### config.mk
export PLATFORM = sky130hd
export DESIGN_NAME = mcrb_queue
export DESIGN_NICKNAME = d
export VERILOG_FILES = /design/src/rtl/mcrb_pkg.sv /design/src/rtl/mcrb_queue.sv
export SDC_FILE = /design/constraint.sdc
export NUM_CORES = 1
export LEC_CHECK = 0
export BUFFER_PORTS_ARGS = -buffer_cell sky130_fd_sc_hd__buf_2
export CORE_UTILIZATION = 56
export CTS_BUF_LIST = sky130_fd_sc_hd__clkbuf_4
export CTS_CLUSTER_DIAMETER = 80
export DETAILED_ROUTE_END_ITERATION = 7
export PLACE_DENSITY = 0.95
export SLEW_MARGIN = 20
export SYNTH_ARGS = -nofsm -noshare
export SYNTH_HDL_FRONTEND = slang
export SYNTH_SLANG_ARGS = --single-unit
export TNS_END_PERCENT = 50
### constraint.sdc
create_clock -name clock -period 3.81 [get_ports clock]
set_clock_uncertainty 0.15 [all_clocks]
set_input_delay 0.9525 -clock clock [delete_from_list [all_inputs] [get_ports clock]]
set_output_delay 0.9525 -clock clock [all_outputs]
set_load 0.01 [all_outputs]
### src/rtl/mcrb_pkg.sv
package mcrb_pkg;

   // Default sizing of the block.
   localparam int CHANNELS_DEF      = 4;
   localparam int CHANNEL_DEPTH_DEF = 1024;
   localparam int MAX_BURST_DEF     = 64;

   // Field widths fixed by the word formats.
   localparam int ACTION_W   = 3;
   localparam int CHANNEL_W  = 2;
   localparam int DATA_W     = 8;
   localparam int COUNT_W    = 7;
   localparam int POS_W      = 10;
   localparam int STATUS_W   = 2;
   localparam int CIU_W      = 3;
   localparam int CFG_IDX_W  = 3;
   localparam int CFG_DATA_W = 11;

   // Every value of the channel field has its own pointer pair and size register.
   localparam int NUM_SLOTS = 2 ** CHANNEL_W;

   localparam logic [CFG_DATA_W-1:0] CAP_RESET = CFG_DATA_W'(1024);

   // Register indexes of the configuration port.
   localparam logic [CFG_IDX_W-1:0] CSR_CHANNELS_IN_USE = CFG_IDX_W'(0);
   localparam logic [CFG_IDX_W-1:0] CSR_CAPACITY_FIRST  = CFG_IDX_W'(1);
   localparam logic [CFG_IDX_W-1:0] CSR_CAPACITY_LAST   = CFG_IDX_W'(NUM_SLOTS);

   // Queue between the front and the back.
   localparam int QUEUE_DEPTH = 2;
   localparam int QPTR_W      = $clog2(QUEUE_DEPTH);
   localparam int QCNT_W      = $clog2(QUEUE_DEPTH + 1);

   typedef enum logic [ACTION_W-1:0] {
      ACT_WRITE  = 3'd0,
      ACT_READ   = 3'd1,
      ACT_CLEAR  = 3'd2,
      ACT_STATUS = 3'd3,
      ACT_SET    = 3'd4
   } action_type;

   typedef enum logic [STATUS_W-1:0] {
      ST_OK    = 2'd0,
      ST_EMPTY = 2'd1,
      ST_FULL  = 2'd2,
      ST_BAD   = 2'd3
   } status_type;

   typedef enum logic [2:0] {
      ENG_INIT,
      ENG_IDLE,
      ENG_EVAL,
      ENG_EXEC,
      ENG_BURST,
      ENG_CLEAR,
      ENG_FINISH
   } engine_state_type;

   typedef struct packed {
      logic [ACTION_W-1:0]  action;
      logic [CHANNEL_W-1:0] channel;
      logic [DATA_W-1:0]    data_in;
      logic                 overwrite;
      logic [COUNT_W-1:0]   read_count;
      logic [POS_W-1:0]     new_write_position;
      logic [POS_W-1:0]     new_read_position;
   } req_type;

   typedef struct packed {
      logic [STATUS_W-1:0] status;
      logic [DATA_W-1:0]   read_data;
      logic                data_valid;
      logic                last;
      logic [POS_W-1:0]    fill_count;
      logic [POS_W-1:0]    free_space;
      logic [POS_W-1:0]    write_position;
      logic [POS_W-1:0]    read_position;
   } rsp_type;

   typedef struct packed {
      logic full;
      logic empty;
   } queue_status_type;

endpackage

### src/rtl/mcrb_queue.sv
module mcrb_queue #(
   parameter int WIDTH = 8
) (
   input  logic                       clock,
   input  logic                       reset,
   input  logic                       push,
   input  logic [WIDTH-1:0]           wdata,
   input  logic                       pop,
   output logic [WIDTH-1:0]           rdata,
   output mcrb_pkg::queue_status_type status
);

   logic [WIDTH-1:0]              data_ff [mcrb_pkg::QUEUE_DEPTH];
   logic [mcrb_pkg::QPTR_W-1:0]   wr_ptr_ff, rd_ptr_ff;
   logic [mcrb_pkg::QCNT_W-1:0]   count_ff;

   always_ff @(posedge clock) begin
      if (push) begin
         data_ff[wr_ptr_ff] <= wdata;
      end
   end

   always_ff @(posedge clock) begin
      if (reset) begin
         wr_ptr_ff <= '0;
         rd_ptr_ff <= '0;
         count_ff  <= '0;
      end else begin
         if (push) begin
            wr_ptr_ff <= wr_ptr_ff + mcrb_pkg::QPTR_W'(1);
         end
         if (pop) begin
            rd_ptr_ff <= rd_ptr_ff + mcrb_pkg::QPTR_W'(1);
         end
         if (push && !pop) begin
            count_ff <= count_ff + mcrb_pkg::QCNT_W'(1);
         end else if (pop && !push) begin
            count_ff <= count_ff - mcrb_pkg::QCNT_W'(1);
         end
      end
   end

   assign rdata        = data_ff[rd_ptr_ff];
   assign status.full  = (count_ff == mcrb_pkg::QCNT_W'(mcrb_pkg::QUEUE_DEPTH));
   assign status.empty = (count_ff == '0);

endmodule

==> impl_metrics.py, run 1 <==
metrics = {
    "status": {
        "status": "finished, final reports clean",
    },
    "setup_path": {
        "r2r_start": "wr_ptr_ff",
        "crit_slowest_cell": "dfxtp_1",
        "path_class": "flip-flop to primary output",
        "cp_top_family": "flip-flops",
        "cp-start-kind": "flip-flop",
        "crit_cells": 2,
        "r2r_setup_slack_ns": 2.41,
        "critical_path.cell_chain": "mux2_2, buf_2",
        "cpPeakStageDelay_ns": 0.53,
        "cp.arrival_ns": 1.32,
        "critPathMaxFanout": 8,
        "ff2ff_path_depth": 1,
        "end_kind": "primary output",
        "required_ns": 2.71,
        "crit_buf_inv": 1,
    },
    "place": {
        "place_congestion": 0.606,
        "io_buffers": 21,
        "dpl_cell_area_um2": 902,
        "place_ws_ns": 1.62,
        "post-dp-hpwl_um": 829,
    },
    "pwr": {
        "p_int_mw": 0.343,
        "clockPowerShare_pct": 23.8,
        "power.density_nw_per_um2": 469,
        "p_comb_share_pct": 13.6,
        "power_mw": 0.438,
        "seqPwrFrac_pct": 62.6,
        "p_leak_nw": 0.376,
        "power_switching_share_pct": 21.5,
        "p_switching_mw": 0.0941,
        "irDropWorstVdd_mv": 0.254,
    },
    "flow_run": {
        "cap_violations": 0,
    },
    "clock_tree": {
        "cts_made_buffers": 3,
        "cts_setup_buffers": 0,
        "cts_tree": "built",
        "ctsHoldBuffers": 0,
        "clock_latency_ns": 0.28,
        "cts_sinks": 21,
        "h-tree-depth": 1,
        "clockBufferDepth": 2,
        "cts-root-buf": "clkbuf_4",
        "ctsResizeCount": 0,
        "path_clk_slew_ns": 0.10,
    },
    "timing": {
        "finalSetupViolCount": 0,
        "hold_viol_final": 0,
        "whs_ns": 0.357,
        "worstMarginPinSlew_ns": 0.698,
        "timing.final.ws_setup_ns": 1.38,
        "tns_ns": 0,
        "min_period_ns": 2.43,
        "rsz0062_at_grt": "no",
        "slew_headroom_pct": 53.4,
        "period_share_pct": 63.7,
        "fmax_ghz": 0.412,
        "drv_slew": 0,
    },
    "die": {
        "start_util_pct": 60.2,
        "coreArea_um2": 1300,
        "die_width_um": 39.4,
        "die_h_um": 39.4,
        "pin_count": 22,
        "die-area_um2": 1550,
        "rows": 13,
    },
    "global_routing": {
        "grt_pass1_vias": 365,
        "grt-ovfl-total": 0,
        "grt_max_degree": 12,
        "track_usage_pct": 15.4,
        "grt_first_pass_wirelength_um": 1530,
        "antenna_found_initial": 0,
    },
    "route": {
        "initialDrtViolationCount": 2,
        "wl_um": 1070,
        "vias": 424,
        "drc": 0,
        "detail-route-antenna-nets": 0,
        "vias_per_cell": 4.93,
        "drt_first_pass_iters": 3,
        "wl_per_cell_um": 12.4,
    },
    "final_layout": {
        "area_delta_synth_final_pct": 19.0,
        "layout_commonest_cell": "buf_2",
        "nets": 85,
        "final_cell_mix": "21 x buf_2, 16 x edfxtp_1, 8 x mux2_2, 5 x nor2_1, 5 x dfxtp_1",
        "stdcell_area_um2": 932,
        "drive_above_1_share_pct": 47.9,
        "num_antenna_cells": 0,
    },
    "logic_synthesis": {
        "synthCells": 47,
        "synth_nets": 60,
        "yosys-top-cells-area": "edfxtp_1 61%, dfxtp_1 13%, mux2_2 12%",
        "synth.distinct_cells": 15,
        "syn_area_per_cell_um2": 16.7,
        "yosysSeqAreaShare_pct": 74.1,
        "ys_seq_elements": 21,
        "synth_area_leader_cell": "edfxtp_1",
        "syn_area_um2": 783,
        "yosys_warnings": 0,
        "netlist.area_leader.share_pct": 61.3,
    },
    "min_path": {
        "hp-class": "flip-flop to flip-flop",
        "worstHoldStart": "count_ff[1]",
        "min_path_cells": 2,
    },
}
-- path summary, 6_finish.rpt --
check	endpoint
setup reg to reg	data_ff[0][4]
setup / recovery	rdata[6]
hold / removal	count_ff[1]
hold reg to reg	count_ff[1]
-- registers in the layout (all words and copies together) (netlist names), named ones only --
signal and count:
rd_ptr_ff 1, data_ff 16, count_ff 2, wr_ptr_ff 1
-- cells by family (layout without fill, tap and decap cells) --
logic type / count (synthesis) / in the layout / share of synthesized area (%)
and+or+nand+nor: 9 / 9 / 5.91
muxes: 8 / 8 / 11.5
DFF: 21 / 21 / 74.1
buffers and inverters: 2 / 26 / 1.12
xor gates and xnor gates: 4 / 4 / 4.47
AOI/OAI and AO/OA: 2 / 2 / 1.28
adders and majority gates: 1 / 1 / 1.60
-- synthesized netlist by cell type --
cell,number
xor2_1,2
and2_1,1
ha_1,1
dfxtp_1,5
inv_1,1
and2b_2,1
mux2_2,8
nor2_1,5
buf_2,1
edfxtp_1,16
xnor2_1,2
o21ai_0,1
a21oi_1,1
or3_1,1
nor2b_1,1
-- final cells by class --
class	instances	area [um^2]
sequential	21	581
fill	99	369
multi-input combinational	24	194
timing repair buffer	21	105
clock buffer	4	30.0
tap	15	18.8
inverter	1	3.75
-- routing by layer --
metal  vias up  global-route usage (%)  routed length [um]
met1       192                    19.1                 474
li1        218                       -                   -
met3         2                    3.98                  51
met2        12                    24.6                 531
met4         0                    7.76                  11
met5         -                       0                   0
-- per-stage QoR --
stage / instances / utilization, %
after global routing: 86 / 71.6
after CTS: 86 / 71.6
after floorplan: 47 / -
final: 86 / 71.6
after detailed placement: 82 / 69.3
after global placement: 82 / 69.3
-- power groups by stage --
stage          combinational [mW]  sequential [mW]  clock [mW]
4_1_cts                    0.0605            0.274       0.106
3_3_place_gp               0.0580            0.279           0
3_5_place_dp               0.0601            0.280           0
2_1_floorplan              0.0404            0.275           0
6_report                   0.0594            0.274       0.104
5_1_grt                    0.0663            0.276       0.116
Note: power is estimated with default switching activity, not from simulation.
==> run 2, diff against run 1 <==
CORE_UTILIZATION = 52   (was 56)
PLACE_DENSITY = 0.91   (was 0.95)
clock period = 2.3 ns   (was 3.81 ns; I/O delays follow)
==> run 2 against run 1 <==
Effect of this change:
- utilization is 2.0 points lower
- die area is 7.3% higher
- non-clock buffer count rose by 1
- sequential share of layout area fell by 0.50 points
- final area up 0.81%
- critical path type unchanged
==> impl_metrics.py, run 2 (synthesized netlist as in run 1, its figures left out) <==
metrics = {
    "status": {
        "status": "finished, final reports clean",
    },
    "route": {
        "vias_per_cell": 5.03,
        "wl_um": 1150,
        "wl_per_cell_um": 13.2,
        "initialDrtViolationCount": 14,
        "detail-route-antenna-nets": 0,
        "drc": 0,
        "vias": 438,
        "drt_first_pass_iters": 4,
    },
    "timing": {
        "tns_ns": 0,
        "whs_ns": 0.313,
        "worstMarginPinSlew_ns": 0.372,
        "hold_viol_final": 0,
        "drv_slew": 0,
        "slew_headroom_pct": 75.2,
        "finalSetupViolCount": 0,
        "min_period_ns": 2.06,
        "fmax_ghz": 0.485,
        "timing.final.ws_setup_ns": 0.240,
        "rsz0062_at_grt": "no",
        "period_share_pct": 89.6,
    },
    "setup_path": {
        "required_ns": 1.57,
        "cp-start-kind": "flip-flop",
        "r2r_setup_slack_ns": 1.08,
        "critPathMaxFanout": 8,
        "ff2ff_path_depth": 1,
        "r2r_start": "wr_ptr_ff",
        "r2r-end": "data_ff[1][7]",
        "cp.arrival_ns": 1.34,
        "end_kind": "primary output",
        "path_class": "flip-flop to primary output",
    },
    "place": {
        "dpl.cell_count": 83,
        "place_congestion": 0.575,
        "dpl_cell_area_um2": 910,
        "place_ws_ns": 0.559,
        "io_buffers": 21,
        "post-dp-hpwl_um": 881,
    },
    "final_layout": {
        "final_cell_mix": "21 x buf_2, 16 x edfxtp_1, 8 x mux2_2, 5 x nor2_1, 5 x dfxtp_1",
        "area_delta_synth_final_pct": 20.0,
        "utilization_pct": 69.6,
        "layout_commonest_cell": "buf_2",
        "top_regs": "data_ff: 16 flops, count_ff: 2 flops",
        "drive_above_1_share_pct": 48.6,
        "nets": 86,
        "num_antenna_cells": 0,
        "stdcell_area_um2": 940,
        "fin_cells": 87,
        "largest_reg_flops": 16,
        "registers.top_by_ff_count": "data_ff",
    },
    "die": {
        "rows": 13,
        "start_util_pct": 58.0,
        "coreArea_um2": 1350,
        "die_h_um": 40.8,
        "pin_count": 22,
        "die-area_um2": 1670,
        "die_width_um": 40.8,
    },
    "clock_tree": {
        "cts_tree": "built",
        "cts-root-buf": "clkbuf_4",
        "h-tree-depth": 1,
        "path_clk_slew_ns": 0.11,
        "ctsHoldBuffers": 0,
        "cts_made_buffers": 3,
        "cts_setup_buffers": 0,
        "clockBufferDepth": 2,
        "ctsResizeCount": 0,
        "clock_latency_ns": 0.29,
        "cts_sinks": 21,
    },
    "global_routing": {
        "grt_max_degree": 12,
        "antenna_found_initial": 0,
        "track_usage_pct": 16.7,
        "grt_pass1_vias": 377,
        "grt-ovfl-total": 0,
        "grt_first_pass_wirelength_um": 1620,
    },
    "pwr": {
        "irDropWorstVdd_mv": 0.439,
        "power_mw": 0.736,
        "p_leak_nw": 0.381,
        "power.density_nw_per_um2": 783,
    },
    "min_path": {
        "worstHoldStart": "wdata[6]",
        "min_path_cells": 1,
        "hold-path-endpoint": "data_ff[1][6]",
        "hp-class": "primary input to flip-flop",
    },
    "flow_run": {
        "cap_violations": 0,
    },
}
run 2: cell count changes in the layout (fill, tap and decap cells not counted):
cell,previous run,this run
buf_4,0,1
run 2: final cells by class:
cell class | count | area [um^2]
repair buffers | 22 | 113
flip-flops and latches | 21 | 581
multi-input cells | 24 | 194
well taps | 15 | 18.8
clock buffers | 4 | 30.0
fillers | 110 | 410
inverters | 1 | 3.75
run 2: how the worst max path moves through the flow:
stage / endpoint / slack, ns
detailed placement: rdata[4] / 0.56
CTS: rdata[4] / 0.21
finish: rdata[7] / 0.24
floorplan: count_ff[1] / 0.73
global route: rdata[0] / 0.17
global placement: rdata[4] / 0.55
run 2: where the power goes:
part	internal [mW]	leakage, nW	switching, mW
Clock	0.0793	0.0184	0.101
Combinational	0.0539	0.171	0.0480
Sequential	0.438	0.192	0.0160
run 2: layer usage:
layer | up-vias | wire length (um) | global-route usage [%]
li1 | 220 | - | -
met1 | 197 | 486 | 18.3
met2 | 16 | 574 | 27.0
met3 | 5 | 55 | 3.26
met4 | 0 | 35 | 15.0
met5 | - | 0 | 0
run 2: worst max-delay path: stages, from the launching register on:
cell	delay, ns
dfxtp_1	0.53
mux2_2	0.38
buf_2	0.14
