### config.mk
export PLATFORM = sky130hd
export DESIGN_NAME = mcrb_front
export DESIGN_NICKNAME = d
export VERILOG_FILES = /design/src/rtl/mcrb_pkg.sv /design/src/rtl/mcrb_front.sv
export SDC_FILE = /design/constraint.sdc
export NUM_CORES = 1
export LEC_CHECK = 0
export BUFFER_PORTS_ARGS = -buffer_cell sky130_fd_sc_hd__buf_2
export CORE_MARGIN = 2
export CORE_UTILIZATION = 25
export CTS_CLUSTER_DIAMETER = 200
export DETAILED_ROUTE_END_ITERATION = 8
export PLACE_DENSITY = 0.53
export SLEW_MARGIN = 20
export SYNTH_ARGS = -nofsm -noshare
export SYNTH_HDL_FRONTEND = slang
export SYNTH_SLANG_ARGS = --single-unit
### constraint.sdc
create_clock -name clock -period 1.8 [get_ports clock]
set_clock_uncertainty 0.1 [all_clocks]
set_input_delay 0.18 -clock clock [delete_from_list [all_inputs] [get_ports clock]]
set_output_delay 0.18 -clock clock [all_outputs]
set_load 0.02 [all_outputs]
### src/rtl/mcrb_pkg.sv
package mcrb_pkg;

   // Default sizing of the block.
   localparam int CHANNELS_DEF      = 4;
   localparam int CHANNEL_DEPTH_DEF = 1024;
   localparam int MAX_BURST_DEF     = 64;

   // Field widths fixed by the word formats.
   localparam int ACTION_W   = 3;
   localparam int CHANNEL_W  = 2;
   localparam int DATA_W     = 8;
   localparam int COUNT_W    = 7;
   localparam int POS_W      = 10;
   localparam int STATUS_W   = 2;
   localparam int CIU_W      = 3;
   localparam int CFG_IDX_W  = 3;
   localparam int CFG_DATA_W = 11;

   // Every value of the channel field has its own pointer pair and size register.
   localparam int NUM_SLOTS = 2 ** CHANNEL_W;

   localparam logic [CFG_DATA_W-1:0] CAP_RESET = CFG_DATA_W'(1024);

   // Register indexes of the configuration port.
   localparam logic [CFG_IDX_W-1:0] CSR_CHANNELS_IN_USE = CFG_IDX_W'(0);
   localparam logic [CFG_IDX_W-1:0] CSR_CAPACITY_FIRST  = CFG_IDX_W'(1);
   localparam logic [CFG_IDX_W-1:0] CSR_CAPACITY_LAST   = CFG_IDX_W'(NUM_SLOTS);

   // Queue between the front and the back.
   localparam int QUEUE_DEPTH = 2;
   localparam int QPTR_W      = $clog2(QUEUE_DEPTH);
   localparam int QCNT_W      = $clog2(QUEUE_DEPTH + 1);

   typedef enum logic [ACTION_W-1:0] {
      ACT_WRITE  = 3'd0,
      ACT_READ   = 3'd1,
      ACT_CLEAR  = 3'd2,
      ACT_STATUS = 3'd3,
      ACT_SET    = 3'd4
   } action_type;

   typedef enum logic [STATUS_W-1:0] {
      ST_OK    = 2'd0,
      ST_EMPTY = 2'd1,
      ST_FULL  = 2'd2,
      ST_BAD   = 2'd3
   } status_type;

   typedef enum logic [2:0] {
      ENG_INIT,
      ENG_IDLE,
      ENG_EVAL,
      ENG_EXEC,
      ENG_BURST,
      ENG_CLEAR,
      ENG_FINISH
   } engine_state_type;

   typedef struct packed {
      logic [ACTION_W-1:0]  action;
      logic [CHANNEL_W-1:0] channel;
      logic [DATA_W-1:0]    data_in;
      logic                 overwrite;
      logic [COUNT_W-1:0]   read_count;
      logic [POS_W-1:0]     new_write_position;
      logic [POS_W-1:0]     new_read_position;
   } req_type;

   typedef struct packed {
      logic [STATUS_W-1:0] status;
      logic [DATA_W-1:0]   read_data;
      logic                data_valid;
      logic                last;
      logic [POS_W-1:0]    fill_count;
      logic [POS_W-1:0]    free_space;
      logic [POS_W-1:0]    write_position;
      logic [POS_W-1:0]    read_position;
   } rsp_type;

   typedef struct packed {
      logic full;
      logic empty;
   } queue_status_type;

endpackage

### src/rtl/mcrb_front.sv
module mcrb_front #(
   parameter int CHANNELS      = mcrb_pkg::CHANNELS_DEF,
   parameter int CHANNEL_DEPTH = mcrb_pkg::CHANNEL_DEPTH_DEF,
   localparam int SW     = $clog2(CHANNEL_DEPTH + 1),
   localparam int MEM_AW = $clog2(CHANNELS * CHANNEL_DEPTH)
) (
   input  logic                             clock,
   input  logic                             reset,
   input  logic                             csr_we,
   input  logic [mcrb_pkg::CFG_IDX_W-1:0]   csr_index,
   input  logic [mcrb_pkg::CFG_DATA_W-1:0]  csr_wdata,
   input  logic                             req_valid,
   output logic                             req_stall,
   input  mcrb_pkg::req_type                req_data,
   input  mcrb_pkg::queue_status_type       q_status,
   input  logic                             init_busy,
   output logic                             push,
   output mcrb_pkg::req_type                push_req,
   output logic                             push_bad,
   output logic [SW-1:0]                    push_size,
   output logic [MEM_AW-1:0]                push_base
);

   localparam int CMP_W  = (SW > mcrb_pkg::CFG_DATA_W) ? SW : mcrb_pkg::CFG_DATA_W;
   localparam int SLOT_W = mcrb_pkg::CHANNEL_W;

   logic [mcrb_pkg::CIU_W-1:0]      ciu_ff, ciu_in;
   logic [mcrb_pkg::CFG_DATA_W-1:0] cap_ff [mcrb_pkg::NUM_SLOTS];
   logic [mcrb_pkg::CFG_DATA_W-1:0] cap_in [mcrb_pkg::NUM_SLOTS];
   logic [mcrb_pkg::CFG_IDX_W-1:0]  cap_idx;
   logic [CMP_W-1:0]                cap_ext;

   assign cap_idx = csr_index - mcrb_pkg::CSR_CAPACITY_FIRST;

   always_comb begin
      ciu_in = ciu_ff;
      cap_in = cap_ff;
      if (csr_we) begin
         if (csr_index == mcrb_pkg::CSR_CHANNELS_IN_USE) begin
            ciu_in = csr_wdata[mcrb_pkg::CIU_W-1:0];
         end else if (csr_index inside {[mcrb_pkg::CSR_CAPACITY_FIRST :
                                         mcrb_pkg::CSR_CAPACITY_LAST]}) begin
            cap_in[cap_idx[SLOT_W-1:0]] = csr_wdata;
         end
      end
   end

   always_ff @(posedge clock) begin
      if (reset) begin
         ciu_ff <= '0;
         for (int i = 0; i < mcrb_pkg::NUM_SLOTS; i++) begin
            cap_ff[i] <= mcrb_pkg::CAP_RESET;
         end
      end else begin
         ciu_ff <= ciu_in;
         cap_ff <= cap_in;
      end
   end

   // Words are held off while the store is being cleared after reset.
   assign req_stall = q_status.full || init_busy;
   assign push      = req_valid && !req_stall;
   assign push_req  = req_data;

   // A channel is refused when it is not registered or not built.
   assign push_bad = (mcrb_pkg::CIU_W'(req_data.channel) >= ciu_ff) ||
                     (32'(req_data.channel) >= 32'(CHANNELS));

   // The ring size in use is the size register held between two and the built depth.
   assign cap_ext = CMP_W'(cap_ff[req_data.channel]);

   always_comb begin
      if (cap_ext < CMP_W'(2)) begin
         push_size = SW'(2);
      end else if (cap_ext > CMP_W'(CHANNEL_DEPTH)) begin
         push_size = SW'(CHANNEL_DEPTH);
      end else begin
         push_size = SW'(cap_ext);
      end
   end

   assign push_base = MEM_AW'(req_data.channel) * MEM_AW'(CHANNEL_DEPTH);

endmodule

==> results of run 1 <==
where the power goes:
part	internal, mW	switching [mW]
clock	0.271	0.372
combinational	0.104	0.155
sequential	1.06	0.0126
cells by family after synthesis:
| group | after synthesis | share of synthesized area, % |
|---|---|---|
| adders and majority gates | 2 | 0.992 |
| DFF | 47 | 37.3 |
| AOI/OAI and AO/OA | 43 | 8.54 |
| muxes | 13 | 12.0 |
| and+or+nand+nor | 124 | 22.0 |
| buffers and inverters | 73 | 19.1 |
| other | 1 | 0.149 |
cells in the final DEF, fill, tap and decap left out, drive strengths merged, types with 4 or more instances in the layout:
master and n:
nor2b 9, mux4 11, nand3b 6, inv 4, a21oi 43, nand2 88
buf 66, clkbuf 5, dfxtp 47, conb 10, nor2 8
timing repair:
item | in CTS | in global routing
gates resized for setup | 23 | 5
endpoints found under the setup margin | 10 | 10
pin swaps | 2 | 0
cloned | 1 | 0
path summary, 6_finish.rpt:
check | end | slack [ns] | depth (start not counted)
max | push_size[0] | -0.40 | 5
min | cap_ff[17]$_SDFFE_PP0P_ | 0.04 | 3
max reg2reg | ciu_ff[1]$_SDFFE_PP0P_ | 1.02 | 4
min reg2reg | cap_ff[33]$_SDFFE_PP0P_ | 0.36 | 2
flip-flops by register name, indices dropped and copies added, names as in the netlist:
register / cells
ciu_ff: 3
cap_ff: 44
per-stage QoR:
step | setup WS [ns] | setup TNS (ns) | power [mW] | hold WS (ns) | utilization (%)
after floorplan | 0.0597 | 0 | 1.38 | 0.201 | -
after global placement | -0.357 | -1.01 | 1.34 | 0.260 | 27.2
after detailed placement | -0.369 | -1.02 | 1.35 | 0.260 | 27.2
after CTS | -0.426 | -1.42 | 1.99 | 0.0309 | 28.6
after global routing | -0.481 | -1.82 | 2.05 | 0.0349 | 28.7
final | -0.397 | -1.21 | 1.98 | 0.0388 | 28.7
metal layers:
layer	up-vias	track usage, %	routed length (µm)
met3	7	2.76	269
met2	42	21.4	3270
met4	0	3.28	71
li1	958	-	-
met1	938	14.3	2850
met5	-	0	0
cell type report:
| type | instances | area, µm² | share of cell area [%] |
|---|---|---|---|
| clock inverter | 3 | 20.0 | 0.713 |
| tap | 133 | 166 | 5.92 |
| inverter | 4 | 15.0 | 0.535 |
| clock buffer | 5 | 68.8 | 2.45 |
| timing repair buffer | 66 | 454 | 16.2 |
| multi-input combinational | 192 | 1140 | 40.6 |
| sequential | 47 | 943 | 33.6 |
worst reg2reg max path: stages (launching register included):
cell     delay, ns
dfxtp_1       0.31
inv_1         0.07
nor2_1        0.05
a21oi_1       0.11
nor2_1        0.05
==> metrics.cfg, run 1 <==
[floorplanning]
die_h_um=104
die-width_um=104
die-area_um2=10900
start_util_pct=25.8
coreArea_um2=9770
ios=129
rows=36

[worst_setup_path]
path_max_fanout=2
arrival_ns=1.92
critPathLaunchType=register
crit_slowest_cell=mux4_2
crit_type=register to output pin
crit_start=cap_ff[24]$_SDFFE_PP0P_
critPathMaxStageDelay_ns=0.48
path_buf_inv=1
required_ns=1.52
crit_chain=mux4_2 > nor4_2 > nand3_1 > and3b_1 > buf_2
reg2reg_from=ciu_ff[1]$_SDFFE_PP0P_
crit_family=simple AND/OR/NAND/NOR gates
endpoint_kind=output pin

[placed_design]
placed_area_um2=2660
gp_congestion=0.723
dp_hpwl_um=4600
dp.cells=441
portBuffers=39

[global_route]
grt_overflow_total=0
track_usage_pct=12.0
grt_pass1_vias=1920
grt_max_degree=26
grt_pass1_wl_um=10200
antenna_found_initial=0

[route]
dr.pass1.iters=4
wire_per_inst_um=14.4
antenna_left=0
dr.first_iter.drc_count=123
wl_um=6460
vias_per_cell=4.32
drt_drc_violations_left=0
dr_total_vias=1945

[timing]
finalHoldViolations=0
fmax_mhz=455
setup_violations=10
rsz0062_at_grt=true
period_share_pct=122
fin_ws_ns=-0.397
post-route-min-period_ns=2.20
drv_slew=0

[layout]
area_growth_pct=11.4
drive_gt1_share_pct=28.1
num_antenna_cells=0
fillCellCount=1085
final_area_um2=2810
nets=380
final_cells=450

[synth]
syn_inst=303
synth.most_common_cell=nand2_1
synth_area_leader_cell=dfxtp_1
ys_ff_latch=47
ys_seq_area_share_pct=37.3
synthTopCellsByArea=dfxtp_1 (37%), buf_4 (16%), nand2_1 (13%)
syn_area_per_cell_um2=8.32
synth-edff-count=0
synthTopCellsByCount=nand2_1 (88), buf_4 (53), dfxtp_1 (47)
synth.top_cell.area_share_pct=37.3
async_flop_share_pct=0
yosysUniqueCellTypes=24
ys.flop_type=dfxtp_1
yosysWarnings=0
syn-cell-area_um2=2520

[pwr]
cellLeakagePower_nw=1.10
p_per_area_nw_per_um2=704
ir_drop_uv=287

[run_status]
status=complete, but fails checks
failed_checks=setup timing

[clock_network]
post_cts_buffers=0
clk_pin_slew_ns=0.09
tritoncts=done
worstSkewPairLatency_ns=0.30
root_buffer=clkbuf_8
cts.path.max_buffers=2
cts_buffers=5
cts_hold_buf=0
htreeDepth=2
clock_sinks=47

[hold_path]
hp-class=primary input to register
min_from=csr_wdata[6]

[job]
maxCapViolations=0

(Power assumes the default switching activity.)
==> run 2: changes to the inputs <==
--- a/config.mk
+++ b/config.mk
@@ -5,6 +5,7 @@
 export SDC_FILE = /design/constraint.sdc
 export NUM_CORES = 1
 export LEC_CHECK = 0
+export ABC_AREA = 1
 export BUFFER_PORTS_ARGS = -buffer_cell sky130_fd_sc_hd__buf_2
 export CORE_MARGIN = 2
 export CORE_UTILIZATION = 25
==> run 2 against run 1 <==
  * The flow still finishes with violations (setup timing)
  * First-iteration DRC count up 11%
  * Via count up 23%
  * Sequential power about the same
  * Sequential share of layout area down 3.3 points
  * Routed wire length up 5.2%
==> metrics.cfg, run 2 <==
[synth]
synth_area_leader_cell=dfxtp_1  ; unchanged
synthTopCellsByCount=nand2_1 (112), nor2_1 (62), buf_4 (53)  ; was nand2_1 (88), buf_4 (53), dfxtp_1 (47)
syn_inst=396  ; was 303
synth-edff-count=0  ; unchanged
synthTopCellsByArea=dfxtp_1 (36%), nand2_1 (16%), buf_4 (15%)  ; was dfxtp_1 (37%), buf_4 (16%), nand2_1 (13%)
ys_seq_area_share_pct=36.3  ; was 37.3%
yosysUniqueCellTypes=18  ; was 24
synth.top_cell.area_share_pct=36.3  ; was 37.3%
synth.most_common_cell=nand2_1  ; unchanged
ys_ff_latch=47  ; unchanged
ys.flop_type=dfxtp_1  ; unchanged
yosysWarnings=0  ; unchanged
syn-cell-area_um2=2590  ; was 2520 µm²
syn_area_per_cell_um2=6.55  ; was 8.32 µm²
async_flop_share_pct=0  ; unchanged

[pwr]
power.share.clock_pct=31.5  ; was 32.5%
ir_drop_uv=272  ; was 287 µV
power.switching_mw=0.634  ; was 0.539 mW
power_frac_comb_pct=20.0  ; was 13.1%
swShare_pct=28.4  ; was 27.3%
internal_power_mw=1.60  ; was 1.44 mW
cellLeakagePower_nw=1.37  ; was 1.10 nW
p_seq_share_pct=48.5  ; was 54.4%
p_per_area_nw_per_um2=715  ; was 704 nW/µm²

[clock_network]
worstSkewPairLatency_ns=0.29  ; was 0.30 ns
root_buffer=clkbuf_8  ; unchanged
cts.path.max_buffers=2  ; unchanged
cts_buffers=5  ; unchanged
clock_sinks=47  ; unchanged
htreeDepth=2  ; unchanged
tritoncts=done  ; unchanged
clk_pin_slew_ns=0.09  ; about the same

[layout]
nets=482  ; was 380
regMostFlops=cap_ff  ; unchanged
drive_gt1_share_pct=29.4  ; was 28.1%
largestRegisters=cap_ff (44), ciu_ff (3)  ; unchanged
layout_common_cells=nand2_1 (100), nor2_1 (52), dfxtp_1 (40), buf_4 (35), buf_2 (30)  ; was nand2_1 (88), dfxtp_1 (45), a21oi_1 (42), buf_4 (31), buf_2 (29)
final_common_cell=nand2_1  ; unchanged
final_area_um2=3130  ; was 2810 µm²
largest_register_ffs=44  ; unchanged
num_antenna_cells=0  ; unchanged
area_growth_pct=20.6  ; was 11.4%
fin_util_pct=30.7  ; was 28.7%

[job]
maxCapViolations=0  ; unchanged

[global_route]
track_usage_pct=12.7  ; was 12.0%
grt_pass1_wl_um=11200  ; was 10200 µm
grt_pass1_vias=2277  ; was 1920
grt_max_degree=22  ; was 26
antenna_found_initial=0  ; unchanged
grt_overflow_total=0  ; unchanged

[route]
dr_total_vias=2389  ; was 1945
wire_per_inst_um=12.2  ; was 14.4 µm
dr.first_iter.drc_count=136  ; was 123
wl_um=6800  ; was 6460 µm
drt_drc_violations_left=0  ; unchanged
antenna_left=0  ; unchanged
dr.pass1.iters=4  ; unchanged
vias_per_cell=4.30  ; was 4.32

[worst_setup_path]
arrival_ns=1.59  ; was 1.92 ns
crit_slowest_cell=dfxtp_2  ; was mux4_2
endpoint_kind=output pin  ; unchanged
critPathMaxStageDelay_ns=0.34  ; was 0.48 ns
critPathLaunchType=register  ; unchanged
crit_type=register to output pin  ; unchanged
path_max_fanout=7  ; was 2
crit_chain=nand2_1 > nand2_1 > nand2_2 > nand2_2 > nand2_2 > nor2_2 > nand3_1 > nand2_2 > inv_8 > nor2_2 > buf_6  ; was mux4_2 > nor4_2 > nand3_1 > and3b_1 > buf_2
required_ns=1.52  ; about the same
path_common_cell=nand2_2

[placed_design]
dp_hpwl_um=4860  ; was 4600 µm
gp_congestion=0.720  ; was 0.723
portBuffers=39  ; unchanged
post-place-ws_ns=-0.0836  ; was -0.369 ns
placed_area_um2=2760  ; was 2660 µm²

[run_status]
status=complete, but fails checks  ; unchanged
failed_checks=setup timing  ; unchanged

[timing]
setup_violations=8  ; was 10
rsz0062_at_grt=true  ; unchanged
hold-worst-slack_ns=0.0389  ; was 0.0388 ns
fmax_mhz=536  ; was 455 MHz
drv_slew=0  ; unchanged
period_share_pct=104  ; was 122%
tns_ns=-0.397  ; was -1.21 ns
fin_ws_ns=-0.0661  ; was -0.397 ns
finalHoldViolations=0  ; unchanged
post-route-min-period_ns=1.87  ; was 2.20 ns

[floorplanning]
ios=129  ; unchanged
die_h_um=106  ; was 104 µm
coreArea_um2=10200  ; was 9770 µm²
die-area_um2=11200  ; was 10900 µm²
start_util_pct=25.5  ; was 25.8%
die-width_um=106  ; was 104 µm
rows=37  ; was 36

[hold_path]
hp-class=primary input to register  ; unchanged

run 2: cell types whose count changed after synthesis, sizes merged, moves of 3 or more:
cell | previous run | this run
nand2 | 88 | 112
nor2b | 9 | 0
buf | 55 | 58
inv | 4 | 21
nand3b | 6 | 0
mux4 | 11 | 0
nand4 | 0 | 3
and3b | 3 | 0
nand3 | 3 | 26
nor2 | 8 | 62
a21oi | 43 | 23
o21ai | 0 | 25
run 2: logic make-up after synthesis:
family / after synthesis / share of synthesized area, %
and+or+nand+nor: 205 / 31.4
buffers and inverters: 92 / 21.7
AOI/OAI and AO/OA: 49 / 9.55
DFF: 47 / 36.3
adders and majority gates: 2 / 0.964
other: 1 / 0.145
run 2: area by class of cell:
type,instances,area (µm²)
Clock buffer,7,96.3
Clock inverter,1,7.51
Fill cell,1142,7050
Inverter,21,86.3
Multi-Input combinational cell,266,1250
Sequential cell,47,950
Tap cell,136,170
Timing Repair Buffer,77,566
run 2: final timing paths:
kind | to | from | slack, ns | cells after the start
max | push_size[2] | cap_ff[43]$_SDFFE_PP1P_ | -0.07 | 11
min | cap_ff[32]$_SDFFE_PP1P_ | csr_wdata[10] | 0.04 | 3
max reg2reg | cap_ff[10]$_SDFFE_PP1P_ | cap_ff[10]$_SDFFE_PP1P_ | 0.97 | 3
min reg2reg | cap_ff[17]$_SDFFE_PP0P_ | cap_ff[17]$_SDFFE_PP0P_ | 0.37 | 2
run 2: power by group through the flow:
stage	combinational, mW	sequential, mW	clock (mW)
global route	0.498	1.09	0.767
finish	0.448	1.08	0.704
floorplan	0.359	1.10	0
global placement	0.371	1.11	0
CTS	0.408	1.08	0.733
detailed placement	0.376	1.11	0
run 2: what timing repair did:
item,in CTS,in global routing
setup buffers,4,5
pin swaps,5,14
gates resized for setup,28,39
hold buffers,0,0
endpoints found under the setup margin,9,10
run 2: metrics by stage:
| step | std cells | power, mW |
|---|---|---|
| 2_1_floorplan | 405 | 1.46 |
| 5_1_grt | 555 | 2.35 |
| 6_report | 555 | 2.24 |
| 3_5_place_dp | 539 | 1.48 |
| 4_1_cts | 550 | 2.22 |
| 3_3_place_gp | 539 | 1.48 |
run 2: routing by layer:
layer,wire length (µm),track usage [%]
met3,380,2.60
met4,113,4.32
met2,3240,21.6
met1,3070,15.8
met5,0,0
run 2: critical path, delay by kind of cell (launching register included):
kind          cells  cell delay [ns]
simple gates      9             0.76
flops             1             0.34
buf+inv           2             0.20
